**config.mk**
```make
export PLATFORM = sky130hd
export DESIGN_NAME = gcnc_ctrl
export DESIGN_NICKNAME = d
export VERILOG_FILES = /design/src/rtl/grid_cell_neighbor_counter_unit_defines.svh /design/src/rtl/gcnc_pkg.sv /design/src/rtl/gcnc_ctrl.sv
export SDC_FILE = /design/constraint.sdc
export NUM_CORES = 1
export LEC_CHECK = 0
export BUFFER_PORTS_ARGS = -buffer_cell sky130_fd_sc_hd__buf_2
export CORE_AREA = 2 2 40 42
export CTS_BUF_LIST = sky130_fd_sc_hd__clkbuf_2 sky130_fd_sc_hd__clkbuf_4 sky130_fd_sc_hd__clkbuf_8
export DETAILED_ROUTE_END_ITERATION = 8
export DIE_AREA = 0 0 42 44
export PLACE_DENSITY = 0.72
export SYNTH_ARGS = -nofsm -noshare
export SYNTH_HDL_FRONTEND = slang
export SYNTH_SLANG_ARGS = --single-unit
```
**constraint.sdc**
```tcl
create_clock -name clk -period 1.8 [get_ports clk]
set_input_delay 0.36 -clock clk [delete_from_list [all_inputs] [get_ports clk]]
set_output_delay 0.36 -clock clk [all_outputs]
set_load 0.02 [all_outputs]
```
**src/rtl/grid_cell_neighbor_counter_unit_defines.svh**
```systemverilog
// ---------------------------------------------------------------------------
// Grid cell neighbor counter: assertion macros
// Shared concurrent assertion forms, clocked on clk, disabled during reset.
// ---------------------------------------------------------------------------
`ifndef GRID_CELL_NEIGHBOR_COUNTER_UNIT_DEFINES_SVH
`define GRID_CELL_NEIGHBOR_COUNTER_UNIT_DEFINES_SVH

// Check a consequent in the same cycle as its antecedent
`define GCNC_ASSERT_NOW(lbl, ante, cons, msg) \
	lbl: assert property (@(posedge clk) disable iff (!arst_n) (ante) |-> (cons)) \
		else $error(msg);

// Check a consequent in the cycle after its antecedent
`define GCNC_ASSERT_NEXT(lbl, ante, cons, msg) \
	lbl: assert property (@(posedge clk) disable iff (!arst_n) (ante) |=> (cons)) \
		else $error(msg);

`endif

```
**src/rtl/gcnc_pkg.sv**
```systemverilog
// ---------------------------------------------------------------------------
// gcnc_pkg
// Constants, codes and controller/datapath interface types of the grid cell
// neighbor counter.
// ---------------------------------------------------------------------------
`default_nettype none

package gcnc_pkg;

	// Sizing of the stores and the fixed-point format
	localparam int MAX_NODES  = 1024;
	localparam int GRID_MAX   = 64;
	localparam int FRAC_BITS  = 16;
	localparam int CELL_DEPTH = (GRID_MAX + 2) * (GRID_MAX + 2);
	localparam int GRID_RESET = 8;

	// Field widths
	localparam int CMD_W   = 2;
	localparam int POS_W   = FRAC_BITS + 1;
	localparam int GRID_W  = 7;
	localparam int ID_W    = 10;
	localparam int CELL_W  = 13;
	localparam int NCNT_W  = 10;
	localparam int STAT_W  = 2;

	// Internal widths
	localparam int SIDE_W    = $clog2(GRID_MAX + 3);
	localparam int COORD_W   = $clog2(GRID_MAX + 1);
	localparam int PROD_W    = POS_W + GRID_W;
	localparam int IDXP_W    = SIDE_W + COORD_W + 1;
	localparam int NODES_W   = $clog2(MAX_NODES + 1);
	localparam int NADDR_W   = $clog2(MAX_NODES);
	localparam int CCNT_W    = 11;
	localparam int NBR_SPAN  = 3;
	localparam int NBR_TAPS  = NBR_SPAN * NBR_SPAN;
	localparam int NBR_W     = $clog2(NBR_TAPS + 1);
	localparam int COL_W     = $clog2(NBR_SPAN);
	localparam int SUM_W     = CCNT_W + NBR_W;
	localparam int DIV_CNT_W = $clog2(CELL_W);

	// Stream and register port widths
	localparam int S_TDATA_W = ((2 * POS_W + ID_W + 7) / 8) * 8;
	localparam int M_TDATA_W = ((ID_W + CELL_W + NCNT_W + 7) / 8) * 8;
	localparam int APB_AW    = 3;
	localparam int APB_DW    = 32;
	localparam int REG_IDX_W = APB_AW - 2;

	localparam logic [REG_IDX_W-1:0] REG_GRID_SIZE = REG_IDX_W'(0);

	typedef enum logic [CMD_W-1:0] {
		CMD_ADD   = 2'd0,
		CMD_QUERY = 2'd1,
		CMD_CLEAR = 2'd2,
		CMD_NOP   = 2'd3
	} cmd_t;

	typedef enum logic [STAT_W-1:0] {
		STAT_OK         = 2'd0,
		STAT_FULL       = 2'd1,
		STAT_NOT_LOADED = 2'd2
	} stat_t;

	typedef enum logic [2:0] {
		RES_ZERO,
		RES_FULL,
		RES_ADD,
		RES_QERR,
		RES_QRY
	} res_sel_t;

	typedef enum logic [3:0] {
		S_INIT_CLR,
		S_IDLE,
		S_DEC,
		S_CLR,
		S_A_MUL,
		S_A_IDX,
		S_A_RD,
		S_A_WR,
		S_Q_LOAD,
		S_Q_DIV,
		S_Q_CHK,
		S_Q_SUM,
		S_Q_FIN,
		S_FIN
	} state_t;

	// Commands from the controller to the datapath
	typedef struct packed {
		logic     in_load;
		logic     clr_step;
		logic     nodes_clr;
		logic     add_mul;
		logic     add_idx;
		logic     add_rd;
		logic     add_wr;
		logic     div_start;
		logic     sum_start;
		logic     sum_step;
		logic     res_set;
		res_sel_t res_sel;
		logic     out_load;
	} ctrl_cmd_t;

	// Status from the datapath to the controller
	typedef struct packed {
		cmd_t op;
		logic full;
		logic id_bad;
		logic div_done;
		logic in_grid;
		logic sum_last;
		logic clr_last;
		logic out_free;
	} ctrl_sts_t;

endpackage

`default_nettype wire

```
**src/rtl/gcnc_ctrl.sv**
```systemverilog
// ---------------------------------------------------------------------------
// gcnc_ctrl
// Controller: sequences the clearing sweep, add, query and clear items and
// hands each result to the output register.
// ---------------------------------------------------------------------------
`default_nettype none

module gcnc_ctrl (
	input  logic                clk,
	input  logic                arst_n,
	input  logic                in_valid,
	output logic                in_ready,
	input  gcnc_pkg::ctrl_sts_t sts,
	output gcnc_pkg::ctrl_cmd_t cmd
);
	import gcnc_pkg::*;

	state_t state_q;
	state_t state_d;

	// State register: reset starts the clearing sweep
	always_ff @(posedge clk or negedge arst_n) begin
		if (!arst_n) begin
			state_q <= S_INIT_CLR;
		end else begin
			state_q <= state_d;
		end
	end

	// Next state
	always_comb begin
		state_d = state_q;
		case (state_q)
			S_INIT_CLR: begin
				if (sts.clr_last) begin
					state_d = S_IDLE;
				end
			end
			S_IDLE: begin
				if (in_valid) begin
					state_d = S_DEC;
				end
			end
			S_DEC: begin
				case (sts.op)
					CMD_ADD:   state_d = sts.full ? S_FIN : S_A_MUL;
					CMD_QUERY: state_d = sts.id_bad ? S_FIN : S_Q_LOAD;
					CMD_CLEAR: state_d = S_CLR;
					default:   state_d = S_FIN;
				endcase
			end
			S_CLR: begin
				if (sts.clr_last) begin
					state_d = S_FIN;
				end
			end
			S_A_MUL:  state_d = S_A_IDX;
			S_A_IDX:  state_d = S_A_RD;
			S_A_RD:   state_d = S_A_WR;
			S_A_WR:   state_d = S_FIN;
			S_Q_LOAD: state_d = S_Q_DIV;
			S_Q_DIV: begin
				if (sts.div_done) begin
					state_d = S_Q_CHK;
				end
			end
			S_Q_CHK: begin
				state_d = sts.in_grid ? S_Q_SUM : S_Q_FIN;
			end
			S_Q_SUM: begin
				if (sts.sum_last) begin
					state_d = S_Q_FIN;
				end
			end
			S_Q_FIN: state_d = S_FIN;
			S_FIN: begin
				if (sts.out_free) begin
					state_d = S_IDLE;
				end
			end
			default: state_d = S_IDLE;
		endcase
	end

	// Commands
	always_comb begin
		cmd         = '0;
		cmd.res_sel = RES_ZERO;
		in_ready    = 1'b0;
		case (state_q)
			S_INIT_CLR: begin
				cmd.clr_step = 1'b1;
			end
			S_IDLE: begin
				in_ready    = 1'b1;
				cmd.in_load = in_valid;
			end
			S_DEC: begin
				case (sts.op)
					CMD_ADD: begin
						cmd.res_set = sts.full;
						cmd.res_sel = RES_FULL;
					end
					CMD_QUERY: begin
						cmd.res_set = sts.id_bad;
						cmd.res_sel = RES_QERR;
					end
					CMD_CLEAR: begin
						cmd.nodes_clr = 1'b1;
					end
					default: begin
						cmd.res_set = 1'b1;
						cmd.res_sel = RES_ZERO;
					end
				endcase
			end
			S_CLR: begin
				cmd.clr_step = 1'b1;
				cmd.res_set  = sts.clr_last;
				cmd.res_sel  = RES_ZERO;
			end
			S_A_MUL: begin
				cmd.add_mul = 1'b1;
			end
			S_A_IDX: begin
				cmd.add_idx = 1'b1;
			end
			S_A_RD: begin
				cmd.add_rd = 1'b1;
			end
			S_A_WR: begin
				cmd.add_wr  = 1'b1;
				cmd.res_set = 1'b1;
				cmd.res_sel = RES_ADD;
			end
			S_Q_LOAD: begin
				cmd.div_start = 1'b1;
			end
			S_Q_CHK: begin
				cmd.sum_start = 1'b1;
			end
			S_Q_SUM: begin
				cmd.sum_step = 1'b1;
			end
			S_Q_FIN: begin
				cmd.res_set = 1'b1;
				cmd.res_sel = RES_QRY;
			end
			S_FIN: begin
				cmd.out_load = sts.out_free;
			end
			default: begin
				cmd.res_sel = RES_ZERO;
			end
		endcase
	end

endmodule

`default_nettype wire

```
==> impl_metrics.tcl, run 1 <==
set metrics [dict create \
    fp-row-count 14 \
    ys.warnings.count 0 \
    intPower_mw 0.7044 \
    multiInputGateArea_um2 454.2 \
    ys_ff_latch 4 \
    reg2reg_slack_ns 0.14 \
    hp-class "input pin to register" \
    die_h_um 44 \
    vdd_drop_max_mv 0.5868 \
    worstSetupEndpointType "output pin" \
    dieWidth_um 42 \
    largest-register "state_q" \
    insertion_delay_ns 0.24 \
    area_growth_syn_to_layout_pct 42.38 \
    worstMarginPinSlew_ns 0.3484 \
    wl_per_cell_um 13.17 \
    fmaxAchievable_mhz 565.4 \
    cts_tree "done" \
    worstPathArrival_ns 1.41 \
    start_util 0.3995 \
    critPathRequiredTime_ns 1.44 \
    io_pins 28 \
    clock_path_buffers 2 \
    place.gp.congestion 0.8580 \
    critPathMaxStageDelay_ns 0.48 \
    post_cts.repair.setup_buffers 0 \
    cts_buffers 3 \
    drcViolationCount 0 \
    power_density_nw_per_um2 1833 \
    total_power_mw 1.480 \
    drv_slew 0 \
    p_leak_nw 0.3766 \
    critPathTopFamily "flip-flops" \
    r2r_cells 5 \
    status "completed" \
    period_minus_slack_ns 1.769 \
    clock_sinks 4 \
    htreeDepth 1 \
    holdPathEnd "state_q[2]" \
    fin_tns_setup_ns 0 \
    path_cells "inv_1 -> nand2_1 -> nor4_2 -> buf_2" \
    grt_max_degree 12 \
    ant_nets 0 \
    reg.largest.list "state_q x4" \
    min_path_cells 2 \
    drive_above_1_share 0.4636 \
    synth_area_um2 566.8 \
    setup_viol_count_final 0 \
    p_clk_frac 0.075 \
    drt_iter0_markers 24 \
    cp_num_buf_inv 2 \
    io_buffers 27 \
    die_area_um2 1848 \
    num_vias 724 \
    drt_pre_antenna_iters 4 \
    sw_frac_of_total 0.5239 \
    grtUsageTotal 0.1848 \
    diodes 0 \
    max-slew-margin-rel 0.7662 \
    slowest_stage "dfrtp_2" \
    coreArea_um2 1419 \
    hold_violations 0 \
    crit_cells 4 \
    fin_crit_sh 0.9826 \
    yosysSeqAreaShare 0.1766 \
    nets 124 \
    antenna_found_initial 0 \
    fillers 131 \
    synth_cell_types 35 \
    seqPwrFrac 0.185 \
    worstHoldStart "sts[0]" \
    drv_cap 0 \
    switching_power_mw 0.7751 \
    crit_fanout 11 \
    syn_inst 80 \
    worst_r2r_startpoint "state_q[0]" \
    critPathLaunchType "register" \
    hpwl_mm 1.219 \
    layout_commonest_cell "buf_2" \
    routed_wirelength_mm 1.659 \
    crit_type "register to output pin" \
    grt_pass1_wl_mm 2.566 \
    clkSlewWorstSetupHoldPaths_ns 0.04 \
    synth_nets 92 \
    grt_setup_unrepaired "true" \
    avgSynthCellArea_um2 7.085 \
    r2r_end "state_q[3]" \
    grt_overflow 0 \
    clock-root-buffer "clkbuf_4" \
    register_area_um2 103.9 \
    final_util 0.5688 \
    avgViaCountPerCell 5.746 \
    final.setup_skew_ns 0.008821 \
    combPwrFrac 0.740 \
    final_cell_mix "buf_2 (25), nor2_1 (11), buf_4 (8), nand2b_1 (7), nand2_1 (7)" \
    first_global_vias 591 \
    largest_reg_flops 4 \
]
synth_stat cells:
cell,number,share of area
mux2_2,1,0.020
nor2b_1,1,0.011
buf_1,1,0.0066
nor3b_1,1,0.013
or4_4,1,0.020
nor4b_1,1,0.015
a311oi_1,1,0.015
o22ai_1,3,0.033
nor2_1,12,0.079
a21oi_1,2,0.018
o32ai_1,2,0.031
nand4b_1,1,0.015
clkbuf_1,3,0.020
or2_2,1,0.011
a31oi_1,2,0.022
o31ai_1,1,0.013
dfrtp_1,4,0.18
buf_6,1,0.020
nand2_1,7,0.046
o221a_2,1,0.020
buf_2,2,0.018
and3_1,1,0.011
o21ai_1,2,0.018
nand2b_1,8,0.088
o21ai_0,2,0.018
a221oi_1,1,0.015
nor3_1,2,0.018
o221a_4,1,0.035
and2_1,3,0.033
o21ai_4,1,0.029
nand3_1,2,0.018
o41ai_1,1,0.015
nor4_1,2,0.022
inv_1,3,0.020
mux2i_1,2,0.035
cells by family after synthesis:
| group | count (synthesis) | share of synthesized area |
|---|---|---|
| compound gates | 20 | 0.2826 |
| buf+inv | 10 | 0.08388 |
| flops | 4 | 0.1766 |
| mux | 3 | 0.05519 |
| simple gates | 43 | 0.4018 |
through the flow:
step / worst slack [ns] / cell area (µm²) / hold slack [ns] / instances
detailed placement: 0.1323 / 748.2 / 0.1656 / 122
CTS: 0.002957 / 793.3 / 0.3599 / 126
finish: 0.03140 / 807.0 / 0.3592 / 126
global placement: 0.1491 / 748.2 / 0.1635 / 122
global route: -0.05316 / 807.0 / 0.3604 / 126
floorplan: -0.01443 / 584.3 / 0.06441 / 80
what timing repair did:
action,CTS,global route
gates resized for setup,5,5
setup endpoints to repair,4,11
hold buffers,1,0
hold endpoints to repair,4,0
power groups by stage:
stage	clock, mW	sequential [mW]	combinational, mW
global route	0.119	0.285	1.19
finish	0.110	0.274	1.10
floorplan	0	0.172	0.856
CTS	0.111	0.266	1.07
detailed placement	0	0.259	1.04
global placement	0	0.257	1.03
routing by layer:
layer	part of all wire	vias up	GRT usage
met1	0.42	326	0.2343
met4	0.013	0	0.08387
met5	0	-	0
met2	0.48	36	0.3000
met3	0.079	4	0.04167
li1	-	358	-
area by class of cell:
| cell class | count | share of cell area |
|---|---|---|
| repair buffers | 34 | 0.2419 |
| well taps | 16 | 0.02481 |
| multi-input cells | 66 | 0.5628 |
| flip-flops and latches | 4 | 0.1287 |
| inverters | 3 | 0.01395 |
| clock buffers | 3 | 0.02791 |
how the worst max path moves through the flow:
stage | to | from | slack [ns]
floorplan | cmd[14] | state_q[1] | -0.01
global placement | state_q[1] | state_q[0] | 0.15
detailed placement | cmd[4] | sts[8] | 0.13
CTS | cmd[14] | state_q[1] | 0.003
global route | cmd[12] | state_q[0] | -0.05
finish | cmd[12] | state_q[0] | 0.03
No activity file was read; power rests on OpenSTA's default activity.
==> run 2: changes to the inputs <==
Settings changed: ABC_AREA from default to 1, CORE_AREA 2 2 40 42 to 2 2 41 43, DIE_AREA 0 0 42 44 to 0 0 43 45, PLACE_DENSITY 0.72 to 0.69, SLEW_MARGIN from default to 15.
==> impl_metrics.tcl, run 2 <==
set metrics [dict create \
    critPathMaxStageDelay_ns 0.45 \
    wl_per_cell_um 9.895 \
    synth_area_um2 579.3 \
    htreeDepth 1 \
    cp_num_buf_inv 2 \
    drv_slew 0 \
    synth_area_leaders "dfrtp_1 (17%), nand2_1 (15%), inv_1 (10%)" \
    antenna_found_initial 0 \
    fillers 148 \
    ys.warnings.count 0 \
    yosysSeqAreaShare 0.1728 \
    die_area_um2 1935 \
    largest_reg_flops 4 \
    period_minus_slack_ns 1.755 \
    io_pins 28 \
    fmaxAchievable_mhz 570.0 \
    whs_ns 0.4328 \
    grt_overflow 0 \
    place.gp.congestion 0.8977 \
    num_vias 744 \
    slowest_stage "dfrtp_2" \
    final_util 0.5612 \
    p_leak_nw 0.4994 \
    dieWidth_um 43 \
    clock_sinks 4 \
    power_density_nw_per_um2 1670 \
    grt_max_degree 9 \
    crit_fanout 6 \
    cts_tree "done" \
    largest-register "state_q" \
    start_util 0.3937 \
    worstSetupEndpointType "output pin" \
    yosysTopAreaCell "dfrtp_1" \
    final.setup_skew_ns 0.0008838 \
    synth_top_area_frac 0.1728 \
    diodes 0 \
    routed_wirelength_mm 1.514 \
    critPathTopFamily "flip-flops" \
    combPwrFrac 0.752 \
    syn_inst 102 \
    nets 151 \
    vdd_drop_max_mv 0.7471 \
    fin_crit_sh 0.9747 \
    crit_top_cell "nor2_4" \
    avgViaCountPerCell 4.863 \
    drt_iter0_markers 20 \
    switching_power_mw 0.7688 \
    postSynth.asyncResetShare 1.000 \
    critPathRequiredTime_ns 1.44 \
    grt_setup_unrepaired "true" \
    seqPwrFrac 0.174 \
    grtUsageTotal 0.1636 \
    clock_path_buffers 2 \
    status "completed" \
    synth_nets 114 \
    intPower_mw 0.6105 \
    fp-row-count 14 \
    reg.largest.list "state_q x4" \
    ys.flop_type "dfrtp_1" \
    drv_cap 0 \
    hp-class "input pin to register" \
    placed_area_um2 723.2 \
    drcViolationCount 0 \
    synth_most_common_cell "nand2_1" \
    reg2reg_slack_ns 0.43 \
    area_growth_syn_to_layout_pct 42.55 \
    synth_edf_count 0 \
    path_cells "nor2_4 -> inv_4 -> nor2_4 -> a31o_2 -> buf_2" \
    ant_nets 0 \
    worstMarginPinSlew_ns 0.2183 \
    fin_area_um2 825.8 \
    synth_cell_types 18 \
    clkSlewWorstSetupHoldPaths_ns 0.03 \
    sw_frac_of_total 0.5574 \
    hold_violations 0 \
    max-slew-margin-rel 0.8530 \
    first_global_vias 610 \
    critPathLaunchType "register" \
    p_clk_frac 0.074 \
    crit_type "register to output pin" \
    ys_ff_latch 4 \
    cts_buffers 3 \
    drive_above_1_share 0.4891 \
    insertion_delay_ns 0.22 \
    drt_pre_antenna_iters 4 \
    worstPathArrival_ns 1.39 \
    setup_viol_count_final 0 \
    grt_pass1_wl_mm 2.456 \
    layout_commonest_cell "buf_2" \
    hpwl_mm 1.242 \
    die_h_um 45 \
    coreArea_um2 1471 \
    avgSynthCellArea_um2 5.679 \
    final_cell_mix "buf_2 (25), nand2_1 (20), inv_1 (15), nor2_1 (14), nand2_2 (11)" \
    clock-root-buffer "clkbuf_4" \
    io_buffers 27 \
    synth_common_cells "nand2_1 (23), inv_1 (16), nor2_1 (15)" \
]
==> run 2: cell count changes after synthesis, sizes merged, moves of 3 or more <==
cell    before  now
nand2        7   31
inv          3   21
nor2        12   21
nand2b       8    0
nand3        2   10
and2         3    0
buf          4    1
clkbuf       3    0
o22ai        3    0
==> run 2: metal layers <==
metal,global-route usage,part of all wire,vias up
met5,0,0,-
met4,0.09091,0,0
met3,0.008000,0.065,0
met2,0.2727,0.50,29
met1,0.2143,0.43,328
li1,-,-,387
==> run 2: logic make-up after synthesis <==
group	count (synthesis)	share of synthesized area
compound gates	7	0.07127
buf+inv	22	0.1555
flops	4	0.1728
simple gates	69	0.6004
==> run 2: through the flow <==
step	power, mW	setup slack (ns)	cells	setup TNS (ns)
global route	1.507	-0.02818	153	-0.05536
finish	1.379	0.04548	153	0
detailed placement	1.122	0.2105	144	0
floorplan	0.9226	0.1075	102	0
global placement	1.122	0.2042	144	0
CTS	1.242	-0.005861	148	-0.009760
==> run 2: power groups by stage <==
stage               sequential, mW  combinational [mW]  clock [mW]
floorplan                    0.186               0.737           0
global placement             0.220               0.902           0
detailed placement           0.220               0.902           0
CTS                          0.219               0.910       0.112
global route                 0.249                1.14       0.114
finish                       0.240                1.04       0.103
==> run 2: final timing paths <==
kind                            startpoint         end  depth (start not counted)
worst min register to register  state_q[0]  state_q[0]                          2
worst max-delay path            state_q[2]      cmd[2]                          5
worst min-delay path                sts[0]  state_q[2]                          4
max in group asynchronous           arst_n  state_q[0]                          2
worst max register to register  state_q[2]  state_q[2]                          9
min in group asynchronous           arst_n  state_q[2]                          2
==> run 2: worst reg2reg max path, cell delays in order, from the launching register on <==
cell     delay (ns)
dfrtp_2        0.45
nor2_4         0.17
inv_4          0.06
buf_4          0.14
nor2_2         0.10
nand2_2        0.06
nand3_2        0.08
nor2_4         0.05
nand2_1        0.07
nand2_1        0.06
==> run 2: cell type report <==
| cell class | instances | area (µm²) | share of cell area |
|---|---|---|---|
| Tap cell | 16 | 20.02 | 0.02424 |
| Timing Repair Buffer | 33 | 187.7 | 0.2273 |
| Clock buffer | 3 | 22.52 | 0.02727 |
| Multi-Input combinational cell | 76 | 409.1 | 0.4955 |
| Inverter | 21 | 81.33 | 0.09848 |
| Sequential cell | 4 | 105.1 | 0.1273 |
==> run 2: repair_timing <==
item                                   4_1_cts  5_1_grt
endpoints found under the hold margin        4        0
setup endpoints to repair                    2        3
hold buffers                                 1        0
gates resized for setup                      1       13
setup buffers                                0        5
pin swaps                                    0        3
